## config.mk

```make
export PLATFORM = sky130hd
export DESIGN_NAME = ukli_cmd_fifo
export DESIGN_NICKNAME = d
export VERILOG_FILES = /design/src/hw/rtl/ukli_pkg.sv /design/src/hw/rtl/ukli_cmd_fifo.sv
export SDC_FILE = /design/constraint.sdc
export NUM_CORES = 1
export LEC_CHECK = 0
export BUFFER_PORTS_ARGS = -buffer_cell sky130_fd_sc_hd__buf_2
export CAP_MARGIN = 20
export CORE_MARGIN = 4
export CORE_UTILIZATION = 45
export DETAILED_ROUTE_END_ITERATION = 12
export PLACE_DENSITY = 0.77
export SYNTH_ARGS = -nofsm -noshare
export SYNTH_HDL_FRONTEND = slang
export SYNTH_SLANG_ARGS = --single-unit
```

## constraint.sdc

```tcl
create_clock -name clk -period 3 [get_ports clk]
set_input_delay 0.6 -clock clk [delete_from_list [all_inputs] [get_ports clk]]
set_output_delay 0.6 -clock clk [all_outputs]
set_load 0.05 [all_outputs]
```

## src/hw/rtl/ukli_pkg.sv

```systemverilog
`default_nettype none
package ukli_pkg;

	localparam int MAX_KNOTS = 64;
	localparam int JOINTS    = 6;
	localparam int FRAC_BITS = 16;

	localparam int TIME_W  = 32;
	localparam int VALUE_W = 32;
	localparam int SEG_W   = 6;
	localparam int KNOT_W  = 6;
	localparam int JOINT_W = 4;

	localparam int TABLE_DEPTH = MAX_KNOTS * JOINTS;
	localparam int ADDR_W      = $clog2(TABLE_DEPTH);

	// dt * segment count, and the quotient of (dt * nseg << FRAC_BITS) / duration
	localparam int NUMER_W   = TIME_W + SEG_W;
	localparam int QUOT_W    = SEG_W + FRAC_BITS;
	localparam int DIV_CNT_W = $clog2(QUOT_W);

	// (xf - xi) * fraction
	localparam int DIFF_W = VALUE_W + 1;
	localparam int PROD_W = DIFF_W + FRAC_BITS + 1;

	localparam int CMD_DEPTH = 4;
	localparam int CMD_PTR_W = $clog2(CMD_DEPTH);
	localparam int CMD_CNT_W = $clog2(CMD_DEPTH + 1);

	localparam int CFG_IDX_W = 2;

	localparam logic [SEG_W-1:0] MAX_SEG = SEG_W'(MAX_KNOTS - 1);

	typedef enum logic [CFG_IDX_W-1:0] {
		CFG_WIN_ORIGIN    = 2'd0,
		CFG_SPAN_DURATION = 2'd1,
		CFG_SEGMENT_COUNT = 2'd2
	} cfg_reg_t;

	typedef enum logic [1:0] {
		CMD_LOAD,
		CMD_QUERY,
		CMD_ERROR
	} cmd_kind_t;

	typedef struct packed {
		cmd_kind_t            kind;
		logic [ADDR_W-1:0]    addr;
		logic [VALUE_W-1:0]   data;
	} cmd_t;

	typedef struct packed {
		logic [TIME_W-1:0] win_origin;
		logic [TIME_W-1:0] span_duration;
		logic [SEG_W-1:0]  segment_count;
	} cfg_t;

	typedef struct packed {
		logic [JOINT_W-1:0] joint;
		logic [VALUE_W-1:0] position;
		logic               oow;
		logic               last;
	} res_t;

	typedef enum logic [2:0] {
		BK_IDLE,
		BK_START,
		BK_DIV,
		BK_SETUP,
		BK_RD,
		BK_PROD,
		BK_OUT
	} back_state_t;

endpackage
`default_nettype wire

```

## src/hw/rtl/ukli_cmd_fifo.sv

```systemverilog
`default_nettype none
module ukli_cmd_fifo
	import ukli_pkg::*;
(
	input  wire logic clk,
	input  wire logic arst_n,
	input  wire logic push,
	input  wire cmd_t push_data,
	output      logic full,
	input  wire logic pop,
	output      cmd_t pop_data,
	output      logic valid
);

	cmd_t                 entry_q [CMD_DEPTH];
	logic [CMD_PTR_W-1:0] wptr_q;
	logic [CMD_PTR_W-1:0] rptr_q;
	logic [CMD_CNT_W-1:0] cnt_q;
	logic                 do_push;
	logic                 do_pop;

	assign full     = cnt_q == CMD_CNT_W'(CMD_DEPTH);
	assign valid    = cnt_q != '0;
	assign pop_data = entry_q[rptr_q];
	assign do_push  = push && !full;
	assign do_pop   = pop && valid;

	always_ff @(posedge clk or negedge arst_n) begin
		if (!arst_n) begin
			wptr_q <= '0;
			rptr_q <= '0;
			cnt_q  <= '0;
		end else begin
			if (do_push)
				wptr_q <= wptr_q + 1'b1;
			if (do_pop)
				rptr_q <= rptr_q + 1'b1;
			if (do_push && !do_pop)
				cnt_q <= cnt_q + 1'b1;
			else if (do_pop && !do_push)
				cnt_q <= cnt_q - 1'b1;
		end
	end

	always_ff @(posedge clk) begin
		if (do_push)
			entry_q[wptr_q] <= push_data;
	end

endmodule
`default_nettype wire

```

==> results of run 1 <==
## logic make-up (layout without fill, tap and decap cells)
family | after synthesis | count (layout) | share of synthesized area
adder cells (fa/ha/maj) | 6 | 6 | 0.0123
multiplexers | 45 | 45 | 0.151
buffers and inverters | 14 | 139 | 0.0208
AND/OR/NAND/NOR | 10 | 10 | 0.00935
flip-flops | 179 | 179 | 0.798
XOR/XNOR | 6 | 6 | 0.00785
## worst register-to-register path: cells and delay by family, from the launching register on
family | cells | cell delay, ns
buffers and inverters | 1 | 0.06
and+or+nand+nor | 3 | 0.73
DFF | 1 | 0.41
adders and majority gates | 2 | 0.64
xor gates and xnor gates | 2 | 0.32
## what timing repair did
action | 4_1_cts | 5_1_grt
hold buffers | 1 | 0
endpoints found under the hold margin | 5 | 0
endpoints found under the setup margin | 0 | 0
## through the flow
step / worst slack (ns) / total power [mW]
finish: 0.256 / 9.07
global route: 0.120 / 9.50
CTS: 0.172 / 9.22
detailed placement: 0.629 / 7.14
global placement: 0.656 / 7.08
floorplan: 0.512 / 6.36
## power groups by stage
stage / sequential [mW] / clock [mW] / combinational [mW]
floorplan: 3.46 / 0 / 2.89
global route: 3.63 / 2.23 / 3.64
detailed placement: 3.64 / 0 / 3.50
CTS: 3.59 / 2.12 / 3.51
global placement: 3.60 / 0 / 3.47
finish: 3.57 / 2.06 / 3.44
## sequential cells by signal, summed over array words and instances (netlist names)
name and flops:
wptr_q 2, rptr_q 2, entry_q 172, cnt_q 3
## cell usage after synthesis
master	instances
nor2b_1	1
nand3_1	1
nand2_1	1
buf_6	2
nor3b_2	1
mux4_2	38
mux2_2	1
mux4_1	5
xor2_1	2
buf_12	4
xnor2_1	4
and2_1	4
ha_1	5
nor2_1	1
mux2_4	1
buf_2	5
inv_1	3
fa_1	1
edfxtp_1	172
or3_1	1
dfrtp_1	7
## cells in the final DEF, fill, tap and decap left out
master | Yosys | layout
edfxtp_1 | 172 | 172
buf_2 | 5 | 91
mux4_2 | 38 | 38
clkbuf_16 | 0 | 17
buf_4 | 0 | 10
mux4_1 | 5 | 5
ha_1 | 5 | 5
clkinv_4 | 0 | 5
dfrtp_1 | 7 | 5
and2_2 | 0 | 4
xnor2_1 | 4 | 4
inv_6 | 0 | 4
inv_1 | 3 | 3
buf_12 | 4 | 3
xor2_1 | 2 | 2
clkinvlp_4 | 0 | 2
nor3b_2 | 1 | 1
nor2b_1 | 1 | 1
or3_1 | 1 | 1
nand2_1 | 1 | 1
mux2_2 | 1 | 1
mux2_4 | 1 | 1
nand3_1 | 1 | 1
nor2_1 | 1 | 1
fa_1 | 1 | 1
clkinv_2 | 0 | 1
bufinv_16 | 0 | 1
clkinv_1 | 0 | 1
dlygate4sd3_1 | 0 | 1
dfrtp_4 | 0 | 1
dfrtp_2 | 0 | 1
## cell type report
cell class / instances / area, um^2 / share of cell area
tap: 184 / 230 / 0.0289
inverter: 3 / 11.3 / 0.00141
multi-input combinational: 67 / 1220 / 0.153
clock inverter: 14 / 133 / 0.0167
clock buffer: 17 / 425 / 0.0534
timing repair buffer: 105 / 601 / 0.0754
sequential: 179 / 5350 / 0.671
## metal layers
| layer | up-vias | part of all wire | global-route usage |
|---|---|---|---|
| li1 | 1330 | - | - |
| met1 | 1547 | 0.40 | 0.168 |
| met2 | 86 | 0.52 | 0.240 |
| met3 | 19 | 0.054 | 0.0422 |
| met4 | 0 | 0.022 | 0.0587 |
| met5 | - | 0 | 0 |
## worst max path at each step
stage / from / to / slack, ns / depth (start not counted)
floorplan: cnt_q[0] / entry_q[0][0] / 0.51 / 4
global placement: rptr_q[0] / pop_data[39] / 0.66 / 3
detailed placement: push / cnt_q[2] / 0.63 / 8
CTS: rptr_q[0] / pop_data[39] / 0.17 / 3
global route: rptr_q[0] / pop_data[39] / 0.12 / 3
finish: rptr_q[0] / pop_data[39] / 0.26 / 3
==> impl_metrics.py, run 1 <==
metrics = {
    "pwr": {
        "seqPwrFrac": 0.394,
        "peakVddDrop_v": 0.000691,
        "p_sw_frac": 0.385,
        "clkPwrFrac": 0.228,
        "pwr-share-comb": 0.379,
        "intPower_mw": 5.58,
        "p_sw_mw": 3.49,
        "pwr_density_cell_nw_per_um2": 1140,
        "leakage_nw": 2.78,
    },
    "detailed_routing": {
        "vias_per_cell": 5.24,
        "antenna_left": 0,
        "via_count": 2982,
        "drc_errors": 0,
        "drt-wirelength-per-cell_um": 19.9,
        "postRouteWirelength_um": 11300,
        "drtPass1Iterations": 5,
        "dr.first_iter.drc_count": 147,
    },
    "sta": {
        "fin_hold_ws_ns": 0.392,
        "hold_viol_final": 0,
        "fmax_ghz": 0.364,
        "slew_headroom": 0.623,
        "fin_tns_setup_ns": 0,
        "setup_viol": 0,
        "layout_min_cycle_time_ns": 2.74,
        "rsz0062_at_grt": "no",
        "skew_ns": 0.00732,
        "period_share": 0.915,
        "worstMarginPinSlew_ns": 0.566,
        "slew_viol_final": 0,
    },
    "worst_setup_path": {
        "regToRegStartpoint": "cnt_q[2]",
        "crit_fanout": 19,
        "rr_worst_depth": 8,
        "path_buf_inv": 2,
        "critPathSlowestCell": "dfrtp_4",
        "ff2ff_setup_slack_ns": 0.75,
        "crit_chain": "buf_12, mux4_1, buf_2",
        "slowest_delay_ns": 0.65,
        "reg2reg_to": "cnt_q[2]",
        "worstSetupPathType": "reg2out",
        "crit_family": "flip-flops",
        "required_ns": 2.40,
        "crit_path_end_kind": "output pin",
        "critical_path_arrival_ns": 2.14,
        "start_kind": "register",
    },
    "die": {
        "die-width_um": 130,
        "die_area_um2": 16900,
        "start_util": 0.460,
        "ios": 92,
        "coreArea_um2": 14500,
        "fp-row-count": 44,
        "die_h_um": 130,
    },
    "run": {
        "maxCapViolations": 0,
    },
    "global_routing": {
        "antenna_found_initial": 0,
        "grt-ovfl-total": 0,
        "grt_pass1_wl_um": 17400,
        "grt_use_total": 0.141,
        "grt_max_degree": 27,
        "grt_pass1_vias": 3239,
    },
    "worst_hold_path": {
        "hold_path_startpoint": "push_data[11]",
        "worstHoldPathCells": 1,
        "hold_class": "in2reg",
        "holdPathEnd": "entry_q[2][11]",
    },
    "cts": {
        "cts_buffer_depth": 2,
        "cts_resized": 0,
        "tritoncts": "built",
        "postCtsSetupBuffers": 0,
        "cts-root-buf": "clkbuf_16",
        "cts_buffers": 17,
        "htree_levels": 4,
        "clock_latency_ns": 0.42,
        "cts.clk_slew.worst_paths_ns": 0.07,
        "cts_num_sinks": 179,
    },
    "final_layout": {
        "final_cells": 569,
        "nNetsFinal": 426,
        "utilization": 0.548,
        "diodes": 0,
        "fillerInstances": 1134,
        "design_area_um2": 7960,
        "syn2layout_area_growth_pct": 19.0,
        "drive_above_1_share": 0.470,
    },
    "placement": {
        "dp_cells": 537,
        "dpl_cell_area_um2": 7390,
        "portBuffers": 91,
        "dp_hpwl_um": 7240,
        "place_congestion": 0.709,
    },
    "synthesis": {
        "syn_area_um2": 6690,
        "syn_area_per_cell_um2": 25.7,
        "synth_top_area_cell": "edfxtp_1",
        "seq_area_frac_synth": 0.798,
        "synth_area_leaders": "edfxtp_1 (77%), mux4_2 (13%), dfrtp_1 (2.6%)",
        "synth_cell_type_count": 21,
        "ys_seq_elements": 179,
        "synth.yosys.warnings": 0,
        "syn-num-nets": 313,
        "synthCells": 260,
        "synth_top_area_frac": 0.772,
    },
    "status": {
        "status": "completed",
    },
}
Note: power is estimated with default switching activity, not from simulation.
==> run 2: changes to the inputs <==
--- a/config.mk
+++ b/config.mk
@@ -8,9 +8,10 @@
 export BUFFER_PORTS_ARGS = -buffer_cell sky130_fd_sc_hd__buf_2
 export CAP_MARGIN = 20
 export CORE_MARGIN = 4
-export CORE_UTILIZATION = 45
+export CORE_UTILIZATION = 36
 export DETAILED_ROUTE_END_ITERATION = 12
-export PLACE_DENSITY = 0.77
+export PLACE_DENSITY = 0.66
+export SLEW_MARGIN = 10
 export SYNTH_ARGS = -nofsm -noshare
 export SYNTH_HDL_FRONTEND = slang
 export SYNTH_SLANG_ARGS = --single-unit
==> impl_metrics.py, run 2 (synthesized netlist as in run 1, its figures left out) <==
metrics = {
    "final_layout": {
        "reg.largest.list": "entry_q (172), cnt_q (3)",
        "largest_reg_flops": 172,
        "layout_common_cells": "edfxtp_1 (172), buf_2 (91), mux4_2 (38), clkbuf_16 (17), buf_4 (14)",
        "fillerInstances": 1562,
        "syn2layout_area_growth_pct": 20.6,
        "layout_commonest_cell": "edfxtp_1",
        "regMostFlops": "entry_q",
        "nNetsFinal": 427,
        "drive_above_1_share": 0.468,
    },
    "sta": {
        "hold_viol_final": 0,
        "slew_viol_final": 0,
        "setup_viol": 0,
        "slew_headroom": 0.623,
        "rsz0062_at_grt": "no",
        "skew_ns": 0.00824,
        "period_share": 0.939,
        "fmax_ghz": 0.355,
        "worstMarginPinSlew_ns": 0.564,
        "layout_min_cycle_time_ns": 2.82,
        "fin_tns_setup_ns": 0,
    },
    "cts": {
        "cts-root-buf": "clkbuf_16",
        "cts.clk_slew.worst_paths_ns": 0.06,
        "cts_num_sinks": 179,
        "tritoncts": "built",
        "cts_buffer_depth": 2,
        "clock_latency_ns": 0.42,
        "cts_buffers": 17,
        "htree_levels": 4,
    },
    "die": {
        "die_h_um": 144,
        "start_util": 0.369,
        "coreArea_um2": 18100,
        "fp-row-count": 49,
        "die_area_um2": 20800,
        "ios": 92,
        "die-width_um": 144,
    },
    "worst_setup_path": {
        "critical_path_arrival_ns": 2.22,
        "regToRegStartpoint": "cnt_q[2]",
        "crit_path_end_kind": "output pin",
        "start_kind": "register",
        "startpoint": "rptr_q[0]",
        "crit_fanout": 23,
        "worstSetupPathType": "reg2out",
        "required_ns": 2.40,
    },
    "placement": {
        "portBuffers": 91,
        "dp_hpwl_um": 7460,
        "place_congestion": 0.677,
    },
    "run": {
        "maxCapViolations": 0,
    },
    "detailed_routing": {
        "drt-wirelength-per-cell_um": 19.4,
        "drc_errors": 0,
        "antenna_left": 0,
        "postRouteWirelength_um": 11900,
        "vias_per_cell": 4.91,
        "via_count": 3022,
        "drtPass1Iterations": 4,
        "dr.first_iter.drc_count": 158,
    },
    "global_routing": {
        "grt_max_degree": 26,
        "grt_pass1_vias": 3286,
        "grt-ovfl-total": 0,
        "antenna_found_initial": 2,
        "grt_use_total": 0.122,
        "grt_pass1_wl_um": 18400,
    },
    "pwr": {
        "peakVddDrop_v": 0.000576,
        "p_total_mw": 9.34,
        "pwr_density_cell_nw_per_um2": 1160,
        "leakage_nw": 2.81,
    },
    "status": {
        "status": "completed",
    },
    "worst_hold_path": {
        "hold_path_startpoint": "push_data[15]",
        "hold_class": "in2reg",
    },
}
run 2: cell count changes in the layout (fill, tap and decap cells not counted), sizes merged:
cell / previous run / this run
clkinvlp: 2 / 1
bufinv: 1 / 5
inv: 7 / 6
clkinv: 7 / 4
diode: 0 / 1
buf: 104 / 105
run 2: path summary, 6_finish.rpt:
check / to / slack [ns] / cells after the start
min reg2reg: cnt_q[2] / 0.48 / 1
max in group asynchronous: rptr_q[0] / 2.27 / 2
max reg2reg: cnt_q[2] / 0.76 / 8
max: pop_data[28] / 0.18 / 3
min in group asynchronous: wptr_q[1] / 0.55 / 2
min: entry_q[0][15] / 0.39 / 1
run 2: worst max-delay path, cell delays in order (launching register included):
cell and delay (ns):
dfrtp_4 0.71, buf_4 0.28, mux4_1 0.57, buf_2 0.23
run 2: area by class of cell:
type,count,area (um^2),share of cell area
Timing Repair Buffer,106,571,0.0707
Antenna cell,1,2.50,0.000310
Multi-Input combinational cell,67,1220,0.151
Inverter,3,11.3,0.00140
Clock buffer,17,425,0.0527
Clock inverter,13,208,0.0258
Sequential cell,179,5350,0.663
Tap cell,229,287,0.0355
run 2: per-layer routing:
layer  routed length, um  global-route usage  up-vias  share of wire
li1                    -                   -     1330              -
met1                4750               0.139     1603           0.40
met2                6400               0.211       73           0.54
met3                 576              0.0397       14          0.048
met4                 185              0.0515        2          0.016
met5                   9                   0        -        0.00076
run 2: timing repair:
item | in CTS | in global routing
hold buffers | 1 | 0
endpoints found under the hold margin | 7 | 0
gates resized for setup | 0 | 0
buffers inserted | 0 | 0
run 2: stage by stage:
stage                     area [um^2]  hold slack (ns)  utilization  std cells  setup slack, ns
after global routing             8070            0.375        0.444        615           0.0451
final                            8070            0.390        0.444        615            0.183
after CTS                        8060            0.366        0.444        614           0.0992
after global placement           7420            0.438        0.409        583            0.552
after detailed placement         7420            0.445        0.409        583            0.565
after floorplan                  6690            0.304            -        260            0.512
run 2: where the power goes:
part / leakage [nW] / switching (mW) / total [mW] / internal [mW]
clock: 0.307 / 0.893 / 2.37 / 1.47
sequential: 1.66 / 0.211 / 3.53 / 3.31
combinational: 0.846 / 2.37 / 3.45 / 1.08
total: 2.81 / 3.47 / 9.34 / 5.87
==> run 3: changes to the inputs <==
--- a/config.mk
+++ b/config.mk
@@ -5,12 +5,12 @@
 export SDC_FILE = /design/constraint.sdc
 export NUM_CORES = 1
 export LEC_CHECK = 0
-export BUFFER_PORTS_ARGS = -buffer_cell sky130_fd_sc_hd__buf_2
 export CAP_MARGIN = 20
-export CORE_MARGIN = 4
+export CORE_MARGIN = 3
 export CORE_UTILIZATION = 36
 export DETAILED_ROUTE_END_ITERATION = 12
-export PLACE_DENSITY = 0.66
+export DONT_BUFFER_PORTS = 1
+export PLACE_DENSITY = 0.62
 export SLEW_MARGIN = 10
 export SYNTH_ARGS = -nofsm -noshare
 export SYNTH_HDL_FRONTEND = slang
==> impl_metrics.py, run 3 (synthesized netlist as in run 1, its figures left out) <==
metrics = {
    "status": {
        "status": "completed",
    },
    "final_layout": {
        "seq_area_um2": 5350,
        "syn2layout_area_growth_pct": 13.2,
        "regMostFlops": "entry_q",
        "nNetsFinal": 334,
        "drive_above_1_share": 0.293,
        "reg.largest.list": "entry_q (172), cnt_q (3)",
        "layout_commonest_cell": "edfxtp_1",
        "fillerInstances": 1513,
        "layout_common_cells": "edfxtp_1 (172), mux4_2 (38), clkbuf_16 (17), buf_4 (9)",
        "largest_reg_flops": 172,
        "diodes": 0,
        "multiInputGateArea_um2": 1220,
    },
    "worst_setup_path": {
        "crit_fanout": 28,
        "path_buf_inv": 1,
        "reg2reg_to": "entry_q[3][33]",
        "startpoint": "rptr_q[0]",
        "crit_chain": "buf_4, mux4_2",
        "crit_path_end_kind": "output pin",
        "regToRegStartpoint": "cnt_q[2]",
        "slowest_delay_ns": 0.77,
        "required_ns": 2.40,
        "cp.depth": 2,
        "critical_path_arrival_ns": 2.20,
        "crit_end": "pop_data[23]",
        "critPathSlowestCell": "dfrtp_4",
        "start_kind": "register",
        "rr_worst_depth": 5,
        "worstSetupPathType": "reg2out",
        "crit_family": "flip-flops",
        "ff2ff_setup_slack_ns": 0.57,
    },
    "run": {
        "maxCapViolations": 0,
    },
    "cts": {
        "cts_buffer_depth": 2,
        "cts-root-buf": "clkbuf_16",
        "cts_buffers": 17,
        "htree_levels": 4,
        "cts.clk_slew.worst_paths_ns": 0.07,
        "cts_resized": 0,
        "tritoncts": "built",
        "clock_latency_ns": 0.42,
        "cts_num_sinks": 179,
        "postCtsSetupBuffers": 0,
    },
    "sta": {
        "fin_tns_setup_ns": 0,
        "period_share": 0.935,
        "slew_headroom": 0.624,
        "setup_viol": 0,
        "rsz0062_at_grt": "no",
        "layout_min_cycle_time_ns": 2.80,
        "hold_viol_final": 0,
        "fmax_ghz": 0.357,
        "slew_viol_final": 0,
        "skew_ns": 0.0151,
        "worstMarginPinSlew_ns": 0.563,
    },
    "die": {
        "start_util": 0.370,
        "die-width_um": 142,
        "coreArea_um2": 18100,
        "fp-row-count": 49,
        "die_h_um": 142,
        "die_area_um2": 20300,
        "ios": 92,
    },
    "placement": {
        "place_congestion": 0.684,
        "portBuffers": 0,
        "dp_hpwl_um": 7140,
    },
    "global_routing": {
        "grt-ovfl-total": 0,
        "grt_pass1_vias": 3026,
        "grt_use_total": 0.124,
        "antenna_found_initial": 0,
        "grt_max_degree": 44,
        "grt_pass1_wl_um": 18100,
    },
    "detailed_routing": {
        "postRouteWirelength_um": 11900,
        "antenna_left": 0,
        "drc_errors": 0,
        "drtPass1Iterations": 4,
        "drt-wirelength-per-cell_um": 22.7,
        "vias_per_cell": 5.05,
        "dr.first_iter.drc_count": 123,
        "via_count": 2639,
    },
    "worst_hold_path": {
        "hold_class": "in2reg",
    },
}
## run 3: worst min-delay path by stage
stage                             start             end  slack [ns]  depth (start not counted)
after floorplan                  arst_n        cnt_q[0]        0.30                          0
after global placement           arst_n        cnt_q[2]        0.30                          0
after detailed placement         arst_n        cnt_q[2]        0.30                          0
after CTS                 push_data[16]  entry_q[3][16]        0.24                          0
after global routing      push_data[16]  entry_q[3][16]        0.24                          0
final                     push_data[16]  entry_q[3][16]        0.27                          0
## run 3: cell type report
class	instances	share of cell area
Clock inverter	8	0.0137
Clock buffer	24	0.0623
Tap cell	229	0.0378
Timing Repair Buffer	13	0.0182
Sequential cell	179	0.706
Inverter	3	0.00149
Multi-Input combinational cell	67	0.161
## run 3: repair_timing
action                                 4_1_cts  5_1_grt
endpoints found under the hold margin        7        0
setup endpoints to repair                    0        0
hold buffers                                 1        0
## run 3: metrics by stage
stage          instance area [um^2]  hold WS [ns]  utilization  instances  worst slack [ns]
2_1_floorplan                  6690         0.304            -        260             0.512
3_3_place_gp                   6990         0.305        0.386        490             0.570
3_5_place_dp                   6990         0.305        0.386        490             0.528
4_1_cts                        7570         0.240        0.419        523             0.100
5_1_grt                        7570         0.245        0.419        523            0.0358
6_report                       7570         0.269        0.419        523             0.196
## run 3: routing by layer
| metal | wire length [um] | track usage | share of wire | vias to the layer above |
|---|---|---|---|---|
| li1 | - | - | - | 1142 |
| met1 | 4400 | 0.134 | 0.37 | 1408 |
| met2 | 6430 | 0.217 | 0.54 | 75 |
| met3 | 874 | 0.0538 | 0.074 | 14 |
| met4 | 181 | 0.0480 | 0.015 | 0 |
| met5 | 0 | 0 | 0 | - |
Power of run 3 is not shown: default switching activity piles up to over one toggle a cycle in this logic, so the estimate is an artifact.
