[src/hw/rtl/ukli_pkg.sv]
`default_nettype none
package ukli_pkg;

	localparam int MAX_KNOTS = 64;
	localparam int JOINTS    = 6;
	localparam int FRAC_BITS = 16;

	localparam int TIME_W  = 32;
	localparam int VALUE_W = 32;
	localparam int SEG_W   = 6;
	localparam int KNOT_W  = 6;
	localparam int JOINT_W = 4;

	localparam int TABLE_DEPTH = MAX_KNOTS * JOINTS;
	localparam int ADDR_W      = $clog2(TABLE_DEPTH);

	// dt * segment count, and the quotient of (dt * nseg << FRAC_BITS) / duration
	localparam int NUMER_W   = TIME_W + SEG_W;
	localparam int QUOT_W    = SEG_W + FRAC_BITS;
	localparam int DIV_CNT_W = $clog2(QUOT_W);

	// (xf - xi) * fraction
	localparam int DIFF_W = VALUE_W + 1;
	localparam int PROD_W = DIFF_W + FRAC_BITS + 1;

	localparam int CMD_DEPTH = 4;
	localparam int CMD_PTR_W = $clog2(CMD_DEPTH);
	localparam int CMD_CNT_W = $clog2(CMD_DEPTH + 1);

	localparam int CFG_IDX_W = 2;

	localparam logic [SEG_W-1:0] MAX_SEG = SEG_W'(MAX_KNOTS - 1);

	typedef enum logic [CFG_IDX_W-1:0] {
		CFG_WIN_ORIGIN    = 2'd0,
		CFG_SPAN_DURATION = 2'd1,
		CFG_SEGMENT_COUNT = 2'd2
	} cfg_reg_t;

	typedef enum logic [1:0] {
		CMD_LOAD,
		CMD_QUERY,
		CMD_ERROR
	} cmd_kind_t;

	typedef struct packed {
		cmd_kind_t            kind;
		logic [ADDR_W-1:0]    addr;
		logic [VALUE_W-1:0]   data;
	} cmd_t;

	typedef struct packed {
		logic [TIME_W-1:0] win_origin;
		logic [TIME_W-1:0] span_duration;
		logic [SEG_W-1:0]  segment_count;
	} cfg_t;

	typedef struct packed {
		logic [JOINT_W-1:0] joint;
		logic [VALUE_W-1:0] position;
		logic               oow;
		logic               last;
	} res_t;

	typedef enum logic [2:0] {
		BK_IDLE,
		BK_START,
		BK_DIV,
		BK_SETUP,
		BK_RD,
		BK_PROD,
		BK_OUT
	} back_state_t;

endpackage
`default_nettype wire

[src/hw/rtl/ukli_front.sv]
`default_nettype none
module ukli_front
	import ukli_pkg::*;
(
	input  wire logic                      push,
	output      logic                      full,
	input  wire logic                      opcode,
	input  wire logic [KNOT_W-1:0]         knot_index,
	input  wire logic [JOINT_W-1:0]        joint_index,
	input  wire logic signed [VALUE_W-1:0] knot_value,
	input  wire logic [TIME_W-1:0]         query_time,
	input  wire cfg_t                      cfg,
	output      logic                      fifo_push,
	output      cmd_t                      fifo_data,
	input  wire logic                      fifo_full
);

	logic              load_ok;
	logic [TIME_W:0]   win_end;
	logic              oow;
	logic [ADDR_W-1:0] load_addr;

	assign full = fifo_full;

	assign load_ok = (int'(knot_index) < MAX_KNOTS) && (int'(joint_index) < JOINTS);
	assign load_addr = ADDR_W'(knot_index) * ADDR_W'(JOINTS) + ADDR_W'(joint_index);

	// window end taken without wrap
	assign win_end = {1'b0, cfg.win_origin} + {1'b0, cfg.span_duration};
	assign oow = (query_time < cfg.win_origin) || ({1'b0, query_time} > win_end);

	always_comb begin
		fifo_data = '0;
		if (opcode == 1'b0) begin
			fifo_data.kind = CMD_LOAD;
			fifo_data.addr = load_addr;
			fifo_data.data = knot_value;
		end else if (oow) begin
			fifo_data.kind = CMD_ERROR;
		end else begin
			fifo_data.kind = CMD_QUERY;
			fifo_data.data = query_time - cfg.win_origin;
		end
	end

	// loads aimed outside the table are taken and dropped
	assign fifo_push = push && !fifo_full && (opcode == 1'b1 || load_ok);

endmodule
`default_nettype wire

[config.mk]
export PLATFORM = sky130hd
export DESIGN_NAME = ukli_front
export DESIGN_NICKNAME = d
export VERILOG_FILES = /design/src/hw/rtl/ukli_pkg.sv /design/src/hw/rtl/ukli_front.sv
export SDC_FILE = /design/constraint.sdc
export NUM_CORES = 1
export LEC_CHECK = 0
export BUFFER_PORTS_ARGS = -buffer_cell sky130_fd_sc_hd__buf_2
export CORE_MARGIN = 2
export CORE_UTILIZATION = 45
export DETAILED_ROUTE_END_ITERATION = 10
export GPL_TIMING_DRIVEN = 0
export MAX_ROUTING_LAYER = met4
export PLACE_DENSITY = 0.75
export SETUP_SLACK_MARGIN = 0.3
export SYNTH_ARGS = -nofsm -noshare
export SYNTH_HDL_FRONTEND = slang
export SYNTH_SLANG_ARGS = --single-unit
[constraint.sdc]
create_clock -name vclk -period 4.9
set_input_delay 0 -clock vclk [all_inputs]
set_output_delay 0 -clock vclk [all_outputs]
set_load 0.05 [all_outputs]
==> results of run 1 <==
[cells in the mapped netlist (3+ instances only)]
| cell | instances |
|---|---|
| sky130_fd_sc_hd__ha_1 | 105 |
| sky130_fd_sc_hd__inv_1 | 84 |
| sky130_fd_sc_hd__a21oi_1 | 66 |
| sky130_fd_sc_hd__o21ai_0 | 55 |
| sky130_fd_sc_hd__nand2_1 | 45 |
| sky130_fd_sc_hd__nor2_1 | 38 |
| sky130_fd_sc_hd__nand3_1 | 36 |
| sky130_fd_sc_hd__xnor2_1 | 31 |
| sky130_fd_sc_hd__xor2_1 | 30 |
| sky130_fd_sc_hd__a21o_1 | 25 |
| sky130_fd_sc_hd__nand2b_1 | 17 |
| sky130_fd_sc_hd__nor2b_1 | 15 |
| sky130_fd_sc_hd__nor3_1 | 13 |
| sky130_fd_sc_hd__o211ai_1 | 11 |
| sky130_fd_sc_hd__o21bai_1 | 11 |
| sky130_fd_sc_hd__nand4_1 | 10 |
| sky130_fd_sc_hd__o22ai_1 | 10 |
| sky130_fd_sc_hd__o21a_1 | 9 |
| sky130_fd_sc_hd__a211oi_1 | 7 |
| sky130_fd_sc_hd__a21boi_0 | 6 |
| sky130_fd_sc_hd__clkbuf_1 | 6 |
| sky130_fd_sc_hd__a31oi_1 | 5 |
| sky130_fd_sc_hd__and2_1 | 5 |
| sky130_fd_sc_hd__or3_1 | 5 |
| sky130_fd_sc_hd__a211o_1 | 4 |
| sky130_fd_sc_hd__and3_1 | 4 |
| sky130_fd_sc_hd__buf_1 | 4 |
| sky130_fd_sc_hd__fa_1 | 4 |
| sky130_fd_sc_hd__a221oi_1 | 3 |
| sky130_fd_sc_hd__nand3b_1 | 3 |
| sky130_fd_sc_hd__nor3b_1 | 3 |
| sky130_fd_sc_hd__o2111ai_1 | 3 |
| sky130_fd_sc_hd__o221ai_1 | 3 |
| sky130_fd_sc_hd__o31ai_1 | 3 |
[area by class of cell]
| class | instances | area share |
|---|---|---|
| multi-input combinational | 623 | 0.732 |
| inverter | 84 | 0.0439 |
| timing repair buffer | 210 | 0.190 |
| tap | 140 | 0.0241 |
| buffer | 14 | 0.0105 |
[routing by layer]
metal / vias to the layer above / wire, um
li1: 3062 / -
met5: - / 0
met3: 18 / 900
met1: 2782 / 7460
met4: 0 / 210
met2: 202 / 7910
[report_power, final]
group / switching, mW / internal [mW] / leakage [nW]
clock: 0 / 0 / 0
sequential: 0 / 0 / 0
combinational: 0.726 / 0.522 / 3.51
[worst max-delay path by stage]
stage               endpoint  slack, ps  cells after the start
2_1_floorplan  fifo_data[42]        350                     20
3_3_place_gp   fifo_data[12]       -840                     23
3_5_place_dp   fifo_data[21]       -850                     23
4_1_cts        fifo_data[29]        -40                     24
5_1_grt        fifo_data[29]       -270                     25
6_report       fifo_data[29]       -110                     25
[critical path: cells and delay by family]
family | cells | cell delay [ps]
AND/OR/NAND/NOR | 8 | 1490
buffers and inverters | 4 | 600
XOR/XNOR | 1 | 140
AO/OA/AOI/OAI | 9 | 1920
adder cells (fa/ha/maj) | 3 | 890
[per-stage QoR]
step                setup TNS [ps]  power [mW]  hold slack (ps)
CTS                           -151        1.20              328
global route                 -5910        1.36              353
floorplan                        0       0.788              167
detailed placement          -25400        1.04              328
finish                        -867        1.25              327
global placement            -24740        1.03              323
[logic make-up after synthesis]
kind of cell	Yosys count
and+or+nand+nor	204
xor gates and xnor gates	61
AOI/OAI and AO/OA	248
muxes	1
adders and majority gates	109
buffers and inverters	98
[repair_timing]
item                       4_1_cts  5_1_grt
cloned                           2        0
pin swaps                       23        3
hold buffers                     0        0
buffers inserted                12       10
setup endpoints to repair       34       34
hold endpoints to repair         0        0
resized for setup              135       13
==> run_summary.xml, run 1 <==
<?xml version="1.0" encoding="UTF-8"?>
<metrics>
  <group name="layout">
    <metric name="area_of_combinational_cells_with_multiple_inputs" unit="um2">5320</metric>
    <metric name="final_nets" unit="">1189</metric>
    <metric name="nFillCells" unit="">963</metric>
    <metric name="layout.core_utilization" unit="">0.674</metric>
    <metric name="instances_no_fill" unit="">1071</metric>
    <metric name="seq_area" unit="um2">0</metric>
    <metric name="numSequentialCells" unit="">0</metric>
    <metric name="layout.cells.most_common" unit="">sky130_fd_sc_hd__buf_2</metric>
    <metric name="diodes" unit="">0</metric>
    <metric name="areaGrowthSynthToFinish" unit="%">46.3</metric>
    <metric name="layout_cell_share_with_drive_strength_beyond_1" unit="">0.330</metric>
    <metric name="final_standard_cell_area_without_fillers" unit="um2">7270</metric>
    <metric name="layout.clock_buffers" unit="">0</metric>
    <metric name="final_cell_mix" unit="">149 x sky130_fd_sc_hd__buf_2, 92 x sky130_fd_sc_hd__ha_1, 83 x sky130_fd_sc_hd__inv_1</metric>
  </group>
  <group name="placed_design">
    <metric name="place_ws" unit="ps">-846</metric>
    <metric name="postPlaceCellArea" unit="um2">6350</metric>
    <metric name="post-dp-hpwl" unit="um">13500</metric>
    <metric name="placed_cells" unit="">1047</metric>
    <metric name="place_congestion" unit="">0.966</metric>
    <metric name="port-buffer-count" unit="">186</metric>
  </group>
  <group name="die">
    <metric name="floorplan.initialDensity" unit="">0.460</metric>
    <metric name="floorplan.die_area" unit="um2">11900</metric>
    <metric name="die-width" unit="um">109</metric>
    <metric name="floorplan_core_area" unit="um2">10800</metric>
    <metric name="die_h" unit="um">109</metric>
    <metric name="fp-row-count" unit="">38</metric>
    <metric name="ios" unit="">192</metric>
  </group>
  <group name="synth">
    <metric name="synth.net_count" unit="">977</metric>
    <metric name="synthesis.yosys.warnings" unit="">0</metric>
    <metric name="yosys-mux-area-fraction" unit="">0.00201</metric>
    <metric name="post_synth_and_or_nand_nor_area_fraction" unit="">0.208</metric>
    <metric name="ys_top_cells_by_area" unit="">sky130_fd_sc_hd__ha_1 26%, sky130_fd_sc_hd__a21oi_1 6.6%, sky130_fd_sc_hd__inv_1 6.3%, sky130_fd_sc_hd__o21ai_0 5.5%, sky130_fd_sc_hd__xnor2_1 5.5%</metric>
    <metric name="post_synth_instance_area" unit="um2">4970</metric>
    <metric name="synth_fa_ha_area_frac" unit="">0.280</metric>
    <metric name="yosysSeqAreaShare" unit="">0</metric>
    <metric name="cell_count_after_synthesis" unit="">721</metric>
    <metric name="synthesized_area_fraction_occupied_by_xor_and_xnor_cells" unit="">0.108</metric>
    <metric name="syn_avg_cell_area" unit="um2">6.89</metric>
    <metric name="main_combinational_cell_family_by_area_after_synthesis" unit="">compound AO/OA/AOI/OAI gates</metric>
    <metric name="synth_cell_types" unit="">66</metric>
    <metric name="synth_top_area_share" unit="">0.264</metric>
    <metric name="synth_area_leader_cell" unit="">sky130_fd_sc_hd__ha_1</metric>
    <metric name="synth_compound_gate_area_share" unit="">0.325</metric>
  </group>
  <group name="detailed_routing">
    <metric name="drt-total-wl" unit="um">16500</metric>
    <metric name="antenna_violating_nets_post_route" unit="">0</metric>
    <metric name="drtIter0Drc" unit="">288</metric>
    <metric name="wl_per_instance" unit="um">15.4</metric>
    <metric name="route.detailed.vias_per_inst" unit="">5.66</metric>
    <metric name="drt_drc_violations_left" unit="">0</metric>
    <metric name="drt_first_pass_iters" unit="">5</metric>
    <metric name="route.vias.total" unit="">6064</metric>
  </group>
  <group name="sta">
    <metric name="finalCritPeriodShare" unit="">1.02</metric>
    <metric name="layout_min_cycle_time" unit="ps">5010</metric>
    <metric name="timing.final.ws_setup" unit="ps">-107</metric>
    <metric name="timing.max_slew.rel_slack" unit="">0.155</metric>
    <metric name="tightest_slew" unit="ps">1270</metric>
    <metric name="timing.fmax" unit="GHz">0.200</metric>
    <metric name="rsz_0062_raised_after_global_routing" unit="">yes</metric>
    <metric name="finalSetupViolations" unit="">27</metric>
    <metric name="timing_hold_violations_final" unit="">0</metric>
    <metric name="slew_violations" unit="">0</metric>
  </group>
  <group name="min_path">
    <metric name="hold_crit_class" unit="">in -&gt; out</metric>
    <metric name="min_delay_worst_endpoint" unit="">fifo_push</metric>
    <metric name="hold_start" unit="">fifo_full</metric>
    <metric name="hold_crit_depth" unit="">3</metric>
  </group>
  <group name="grt">
    <metric name="global_route.peak_usage_layer" unit="">met2</metric>
    <metric name="globalRoute.totalOverflow" unit="">0</metric>
    <metric name="grt_util_met2" unit="">0.465</metric>
    <metric name="grt_max_degree" unit="">11</metric>
    <metric name="grt_first_pass_wirelength" unit="um">25200</metric>
    <metric name="antenna_violations_before_repair" unit="">0</metric>
    <metric name="met3_track_demand_over_resource_in_global_routing" unit="">0.0167</metric>
    <metric name="grtUsageMet1" unit="">0.348</metric>
    <metric name="gr_util_all_layers" unit="">0.267</metric>
    <metric name="grt_pass1_vias" unit="">5507</metric>
  </group>
  <group name="worst_setup_path">
    <metric name="start_kind" unit="">input pin</metric>
    <metric name="critical-path-max-stage-delay" unit="ps">490</metric>
    <metric name="cp_data_arrival_time" unit="ps">5010</metric>
    <metric name="required_time_of_the_critical_path" unit="ps">4900</metric>
    <metric name="timing_worst_setup_path_type" unit="">in -&gt; out</metric>
    <metric name="path_common_cell" unit="">sky130_fd_sc_hd__buf_6</metric>
    <metric name="critPathLaunch" unit="">cfg[38]</metric>
    <metric name="timing.critical_path.fanout_max" unit="">5</metric>
    <metric name="timing.critical_path.slowest_stage_cell" unit="">sky130_fd_sc_hd__or4_4</metric>
    <metric name="critical_path.endpoint_type" unit="">primary output</metric>
  </group>
  <group name="power_and_ir_drop">
    <metric name="p_leak" unit="nW">3.51</metric>
    <metric name="powerDensity" unit="nW/um2">172</metric>
    <metric name="vdd_drop_max" unit="uV">101</metric>
  </group>
  <group name="job">
    <metric name="max_cap_violation_count" unit="">0</metric>
  </group>
  <group name="status">
    <metric name="violations_in_the_final_reports" unit="">negative setup slack</metric>
    <metric name="status" unit="">finished with violations</metric>
  </group>
</metrics>
Note: power is estimated with default switching activity, not from simulation.
==> inputs of run 2 (changes only) <==
--- a/config.mk
+++ b/config.mk
@@ -7,12 +7,13 @@
 export LEC_CHECK = 0
 export BUFFER_PORTS_ARGS = -buffer_cell sky130_fd_sc_hd__buf_2
 export CORE_MARGIN = 2
-export CORE_UTILIZATION = 45
+export CORE_UTILIZATION = 53
 export DETAILED_ROUTE_END_ITERATION = 10
 export GPL_TIMING_DRIVEN = 0
 export MAX_ROUTING_LAYER = met4
-export PLACE_DENSITY = 0.75
+export PLACE_DENSITY_LB_ADDON = 0.1
 export SETUP_SLACK_MARGIN = 0.3
+export SLEW_MARGIN = 20
 export SYNTH_ARGS = -nofsm -noshare
 export SYNTH_HDL_FRONTEND = slang
 export SYNTH_SLANG_ARGS = --single-unit
==> run 2 against run 1 <==
Against the previous run:
- the flow still finishes with violations (negative setup slack)
- sequential cell count did not move
- worst hold slack improved by 4.0 ps
- wire length rose by 9.4%
- utilization rose by 11 points
- critical path depth did not move
- non-clock buffer count rose by 3
- cell count fell by 2.4%
- total power rose by 0.12%
- via count rose by 5.0%
==> run_summary.xml, run 2 (synthesized netlist as in run 1, its figures left out) <==
<?xml version="1.0" encoding="UTF-8"?>
<metrics>
  <group name="grt">
    <metric name="globalRoute.totalOverflow" unit="">0</metric>
    <metric name="grt_pass1_vias" unit="">6141</metric>
    <metric name="grt_first_pass_wirelength" unit="um">28000</metric>
    <metric name="gr_util_all_layers" unit="">0.342</metric>
    <metric name="grt_max_degree" unit="">11</metric>
    <metric name="antenna_violations_before_repair" unit="">0</metric>
  </group>
  <group name="power_and_ir_drop">
    <metric name="design_power_total" unit="mW">1.25</metric>
    <metric name="powerDensity" unit="nW/um2">175</metric>
    <metric name="vdd_drop_max" unit="uV">86.9</metric>
    <metric name="p_leak" unit="nW">3.54</metric>
  </group>
  <group name="layout">
    <metric name="instances_no_fill" unit="">1045</metric>
    <metric name="layout.clock_buffers" unit="">0</metric>
    <metric name="layout.core_utilization" unit="">0.781</metric>
    <metric name="diodes" unit="">0</metric>
    <metric name="seq_area" unit="um2">0</metric>
    <metric name="final_nets" unit="">1192</metric>
    <metric name="layout_cell_share_with_drive_strength_beyond_1" unit="">0.317</metric>
    <metric name="final_cell_mix" unit="">149 x sky130_fd_sc_hd__buf_2, 92 x sky130_fd_sc_hd__ha_1, 83 x sky130_fd_sc_hd__inv_1</metric>
    <metric name="numSequentialCells" unit="">0</metric>
    <metric name="layout.cells.most_common" unit="">sky130_fd_sc_hd__buf_2</metric>
    <metric name="areaGrowthSynthToFinish" unit="%">43.8</metric>
  </group>
  <group name="detailed_routing">
    <metric name="route.detailed.vias_per_inst" unit="">6.09</metric>
    <metric name="drtIter0Drc" unit="">324</metric>
    <metric name="route.vias.total" unit="">6365</metric>
    <metric name="drt-total-wl" unit="um">18000</metric>
    <metric name="drt_first_pass_iters" unit="">5</metric>
    <metric name="antenna_violating_nets_post_route" unit="">0</metric>
    <metric name="drt_drc_violations_left" unit="">0</metric>
    <metric name="wl_met2" unit="um">8790</metric>
    <metric name="routed.top_layer" unit="">met4</metric>
    <metric name="wl_met3" unit="um">1280</metric>
    <metric name="wl_per_instance" unit="um">17.3</metric>
    <metric name="wl_met1" unit="um">7560</metric>
  </group>
  <group name="die">
    <metric name="fp-row-count" unit="">35</metric>
    <metric name="floorplan.initialDensity" unit="">0.543</metric>
    <metric name="die-width" unit="um">101</metric>
    <metric name="floorplan_core_area" unit="um2">9150</metric>
    <metric name="ios" unit="">192</metric>
    <metric name="die_h" unit="um">101</metric>
    <metric name="floorplan.die_area" unit="um2">10200</metric>
  </group>
  <group name="worst_setup_path">
    <metric name="critical_path.endpoint_type" unit="">primary output</metric>
    <metric name="required_time_of_the_critical_path" unit="ps">4900</metric>
    <metric name="cp_data_arrival_time" unit="ps">5080</metric>
    <metric name="critPathLaunch" unit="">cfg[38]</metric>
    <metric name="timing.critical_path.fanout_max" unit="">8</metric>
    <metric name="critical-path-max-stage-delay" unit="ps">490</metric>
    <metric name="timing.critical_path.max_delay_family" unit="">compound AO/OA/AOI/OAI gates</metric>
    <metric name="timing_worst_setup_path_type" unit="">in -&gt; out</metric>
    <metric name="timing.critical_path.slowest_stage_cell" unit="">sky130_fd_sc_hd__or4_4</metric>
    <metric name="cp_num_buf_inv" unit="">4</metric>
    <metric name="start_kind" unit="">input pin</metric>
  </group>
  <group name="sta">
    <metric name="timing.final.ws_setup" unit="ps">-179</metric>
    <metric name="tightest_slew" unit="ps">1090</metric>
    <metric name="timing_hold_violations_final" unit="">0</metric>
    <metric name="timing.max_slew.rel_slack" unit="">0.274</metric>
    <metric name="layout_min_cycle_time" unit="ps">5080</metric>
    <metric name="sum_of_negative_setup_slack" unit="ps">-4180</metric>
    <metric name="finalSetupViolations" unit="">34</metric>
    <metric name="timing.fmax" unit="GHz">0.197</metric>
    <metric name="finalCritPeriodShare" unit="">1.04</metric>
    <metric name="slew_violations" unit="">0</metric>
    <metric name="rsz_0062_raised_after_global_routing" unit="">yes</metric>
  </group>
  <group name="job">
    <metric name="max_cap_violation_count" unit="">0</metric>
  </group>
  <group name="placed_design">
    <metric name="port-buffer-count" unit="">186</metric>
    <metric name="place_ws" unit="ps">-854</metric>
    <metric name="placed_cells" unit="">1018</metric>
    <metric name="post-dp-hpwl" unit="um">14300</metric>
    <metric name="place_congestion" unit="">0.994</metric>
  </group>
  <group name="status">
    <metric name="status" unit="">finished with violations</metric>
    <metric name="violations_in_the_final_reports" unit="">negative setup slack</metric>
  </group>
  <group name="min_path">
    <metric name="min_delay_worst_endpoint" unit="">fifo_push</metric>
    <metric name="hold_crit_class" unit="">in -&gt; out</metric>
    <metric name="hold_crit_depth" unit="">3</metric>
    <metric name="hold_start" unit="">fifo_full</metric>
  </group>
</metrics>
## run 2: power breakdown
group | switching [mW] | leakage [nW] | internal [mW]
sequential | 0 | 0 | 0
combinational | 0.723 | 3.54 | 0.527
clock | 0 | 0 | 0
## run 2: layout make-up
cell class	count	area, um2
Multi-Input combinational cell	623	5180
Inverter	84	319
Fill cell	705	2010
Tap cell	111	139
Buffer	14	76.3
Timing Repair Buffer	213	1430
## run 2: metal layers
layer / vias up / GRT usage
li1: 3077 / -
met1: 2955 / 0.421
met2: 293 / 0.594
met3: 40 / 0.0326
met4: 0 / 0.0927
met5: - / -
## run 2: repair_timing
item                                    CTS  global route
hold buffers                              0             0
buffers inserted                         21             4
pin swaps                                17             6
endpoints found under the setup margin   34            34
gates resized for setup                 116            11
gates cloned                              1             1
## run 2: worst max path at each step
stage                    end  slack [ps]  cells after the start
2_1_floorplan  fifo_data[42]         350                     20
3_3_place_gp   fifo_data[24]        -750                     23
3_5_place_dp   fifo_data[24]        -850                     23
4_1_cts        fifo_data[29]         -40                     24
5_1_grt        fifo_data[29]        -350                     24
6_report       fifo_data[29]        -180                     25
## run 2: tightest hold or removal path, delay by kind of cell
kind / cells / cell delay, ps
and+or+nand+nor: 1 / 40
buffers and inverters: 2 / 290
## run 2: through the flow
stage	area, um2	hold slack [ps]
global placement	6320	323
floorplan	5250	167
detailed placement	6320	331
global route	7140	346
CTS	7030	332
finish	7140	331
==> inputs of run 3 (changes only) <==
--- a/config.mk
+++ b/config.mk
@@ -12,6 +12,7 @@
 export GPL_TIMING_DRIVEN = 0
 export MAX_ROUTING_LAYER = met4
 export PLACE_DENSITY_LB_ADDON = 0.1
+export REMOVE_ABC_BUFFERS = 1
 export SETUP_SLACK_MARGIN = 0.3
 export SLEW_MARGIN = 20
 export SYNTH_ARGS = -nofsm -noshare
==> run 3 against run 2 <==
Against the previous run:
- the flow still finishes with violations (negative setup slack)
- die area unchanged
- critical path depth up 1
- combinational power is 4% lower
- largest cell class unchanged
- via count decreased by 1.9%
- critical endpoint unchanged
- critical path type unchanged
- sequential cell count did not move
- worst hold slack got worse by 17 ps
- total power decreased by 4.3%
- clock-buffer cell count unchanged
==> run_summary.xml, run 3 (synthesized netlist as in run 1, its figures left out) <==
<?xml version="1.0" encoding="UTF-8"?>
<metrics>
  <group name="die">
    <metric name="fp-row-count" unit="">35</metric>
    <metric name="ios" unit="">192</metric>
    <metric name="die_h" unit="um">101</metric>
    <metric name="floorplan_core_area" unit="um2">9150</metric>
    <metric name="die-width" unit="um">101</metric>
    <metric name="floorplan.die_area" unit="um2">10200</metric>
    <metric name="floorplan.initialDensity" unit="">0.543</metric>
  </group>
  <group name="power_and_ir_drop">
    <metric name="design_power_total" unit="mW">1.20</metric>
    <metric name="vdd_drop_max" unit="uV">107</metric>
    <metric name="p_leak" unit="nW">3.54</metric>
    <metric name="powerDensity" unit="nW/um2">171</metric>
  </group>
  <group name="detailed_routing">
    <metric name="drtIter0Drc" unit="">245</metric>
    <metric name="route.detailed.vias_per_inst" unit="">5.94</metric>
    <metric name="wl_per_instance" unit="um">16.0</metric>
    <metric name="drt_drc_violations_left" unit="">0</metric>
    <metric name="drt_first_pass_iters" unit="">5</metric>
    <metric name="antenna_violating_nets_post_route" unit="">0</metric>
    <metric name="route.vias.total" unit="">6243</metric>
    <metric name="drt-total-wl" unit="um">16800</metric>
  </group>
  <group name="sta">
    <metric name="layout_min_cycle_time" unit="ps">5210</metric>
    <metric name="finalCritPeriodShare" unit="">1.06</metric>
    <metric name="slew_violations" unit="">0</metric>
    <metric name="tightest_slew" unit="ps">764</metric>
    <metric name="rsz_0062_raised_after_global_routing" unit="">yes</metric>
    <metric name="timing_hold_violations_final" unit="">0</metric>
    <metric name="finalSetupViolations" unit="">33</metric>
    <metric name="timing.fmax" unit="GHz">0.192</metric>
    <metric name="timing.max_slew.rel_slack" unit="">0.487</metric>
    <metric name="timing.final.ws_setup" unit="ps">-311</metric>
  </group>
  <group name="layout">
    <metric name="layout.cells.most_common" unit="">sky130_fd_sc_hd__buf_2</metric>
    <metric name="final_nets" unit="">1198</metric>
    <metric name="nFillCells" unit="">699</metric>
    <metric name="seq_area" unit="um2">0</metric>
    <metric name="layout_cell_share_with_drive_strength_beyond_1" unit="">0.313</metric>
    <metric name="layout.clock_buffers" unit="">0</metric>
    <metric name="numSequentialCells" unit="">0</metric>
    <metric name="areaGrowthSynthToFinish" unit="%">41.0</metric>
    <metric name="final_cell_mix" unit="">139 x sky130_fd_sc_hd__buf_2, 92 x sky130_fd_sc_hd__ha_1, 83 x sky130_fd_sc_hd__inv_1</metric>
    <metric name="diodes" unit="">0</metric>
  </group>
  <group name="min_path">
    <metric name="min_delay_worst_endpoint" unit="">full</metric>
    <metric name="hold_start" unit="">fifo_full</metric>
    <metric name="hold_crit_depth" unit="">2</metric>
    <metric name="hold_crit_class" unit="">in -&gt; out</metric>
  </group>
  <group name="worst_setup_path">
    <metric name="critical_path.endpoint_type" unit="">primary output</metric>
    <metric name="timing.critical_path.fanout_max" unit="">6</metric>
    <metric name="timing_worst_setup_path_type" unit="">in -&gt; out</metric>
    <metric name="start_kind" unit="">input pin</metric>
    <metric name="required_time_of_the_critical_path" unit="ps">4900</metric>
    <metric name="cp_data_arrival_time" unit="ps">5210</metric>
  </group>
  <group name="placed_design">
    <metric name="post-dp-hpwl" unit="um">12500</metric>
    <metric name="port-buffer-count" unit="">186</metric>
    <metric name="place_congestion" unit="">0.923</metric>
    <metric name="place_ws" unit="ps">-1630</metric>
  </group>
  <group name="grt">
    <metric name="grt_pass1_vias" unit="">6105</metric>
    <metric name="globalRoute.totalOverflow" unit="">0</metric>
    <metric name="gr_util_all_layers" unit="">0.321</metric>
    <metric name="grt_max_degree" unit="">69</metric>
    <metric name="grt_first_pass_wirelength" unit="um">26500</metric>
    <metric name="antenna_violations_before_repair" unit="">0</metric>
  </group>
  <group name="status">
    <metric name="violations_in_the_final_reports" unit="">negative setup slack</metric>
    <metric name="status" unit="">finished with violations</metric>
  </group>
  <group name="cts">
    <metric name="cts.hold.buffers_added" unit="">0</metric>
  </group>
  <group name="job">
    <metric name="max_cap_violation_count" unit="">0</metric>
  </group>
</metrics>
-- run 3: cell count changes in the layout (fill, tap and decap cells not counted), moves of 6 or more --
| cell | previous run | this run |
|---|---|---|
| sky130_fd_sc_hd__o21ai_0 | 34 | 46 |
| sky130_fd_sc_hd__o22ai_4 | 9 | 0 |
| sky130_fd_sc_hd__clkbuf_1 | 6 | 0 |
| sky130_fd_sc_hd__buf_6 | 35 | 24 |
| sky130_fd_sc_hd__o22ai_1 | 1 | 9 |
| sky130_fd_sc_hd__buf_2 | 149 | 139 |
| sky130_fd_sc_hd__buf_4 | 25 | 63 |
| sky130_fd_sc_hd__o21ai_2 | 18 | 3 |
-- run 3: per-stage QoR --
stage	instances	setup TNS [ps]	area, um2	util	hold WS (ps)
6_report	1051	-7050	7010	0.766	314
5_1_grt	1051	-11350	7010	0.766	312
4_1_cts	1046	-3220	6880	0.752	309
3_5_place_dp	1004	-47200	5970	0.652	308
3_3_place_gp	1004	-44840	5970	0.652	302
2_1_floorplan	707	-9630	4900	-	0
-- run 3: critical path, stage by stage --
cell and delay, ps:
sky130_fd_sc_hd__buf_8 100, sky130_fd_sc_hd__ha_4 280, sky130_fd_sc_hd__o211ai_1 160, sky130_fd_sc_hd__a2111oi_4 400, sky130_fd_sc_hd__o311ai_4 180, sky130_fd_sc_hd__o211ai_1 240, sky130_fd_sc_hd__a31oi_2 170, sky130_fd_sc_hd__o31ai_2 190
sky130_fd_sc_hd__buf_4 170, sky130_fd_sc_hd__a31oi_4 120, sky130_fd_sc_hd__nor4bb_1 320, sky130_fd_sc_hd__a211oi_1 110, sky130_fd_sc_hd__ha_1 320, sky130_fd_sc_hd__nand3_2 90, sky130_fd_sc_hd__or3_4 360, sky130_fd_sc_hd__or4_4 490
sky130_fd_sc_hd__o21ba_4 230, sky130_fd_sc_hd__o31ai_4 60, sky130_fd_sc_hd__a211oi_2 80, sky130_fd_sc_hd__buf_4 160, sky130_fd_sc_hd__a211oi_4 250, sky130_fd_sc_hd__buf_4 160, sky130_fd_sc_hd__buf_8 130, sky130_fd_sc_hd__o2111ai_2 100
sky130_fd_sc_hd__o221ai_1 120, sky130_fd_sc_hd__buf_4 240
-- run 3: final cells by class --
class | count | area [um2] | area share
Multi-Input combinational cell | 625 | 5040 | 0.719
Tap cell | 111 | 139 | 0.0198
Timing Repair Buffer | 231 | 1510 | 0.216
Inverter | 84 | 315 | 0.0450
-- run 3: report_power, final --
part / total [mW] / switching (mW) / internal, mW / leakage (nW)
registers: 0 / 0 / 0 / 0
clock network: 0 / 0 / 0 / 0
logic: 1.20 / 0.692 / 0.504 / 3.54
-- run 3: per-layer routing --
metal | part of all wire | global-route usage | up-vias
li1 | - | - | 3075
met1 | 0.42 | 0.384 | 2879
met2 | 0.49 | 0.574 | 240
met5 | 0 | - | -
met4 | 0.030 | 0.106 | 0
met3 | 0.053 | 0.0160 | 49
-- run 3: timing repair --
item                       4_1_cts  5_1_grt
resized for setup              136       18
buffers inserted                39        5
setup endpoints to repair       34       34
pin swaps                       43       11
cloned                           3        0
hold endpoints to repair         0        0
-- run 3: worst max path at each step --
| stage | endpoint | cells past startpoint | slack, ps | start |
|---|---|---|---|---|
| final | fifo_data[29] | 26 | -310 | cfg[12] |
| after global routing | fifo_data[29] | 26 | -420 | cfg[6] |
| after CTS | fifo_data[29] | 26 | -180 | cfg[44] |
| after detailed placement | fifo_data[25] | 22 | -1630 | cfg[49] |
| after global placement | fifo_data[31] | 22 | -1550 | cfg[49] |
| after floorplan | fifo_data[17] | 21 | -570 | cfg[6] |
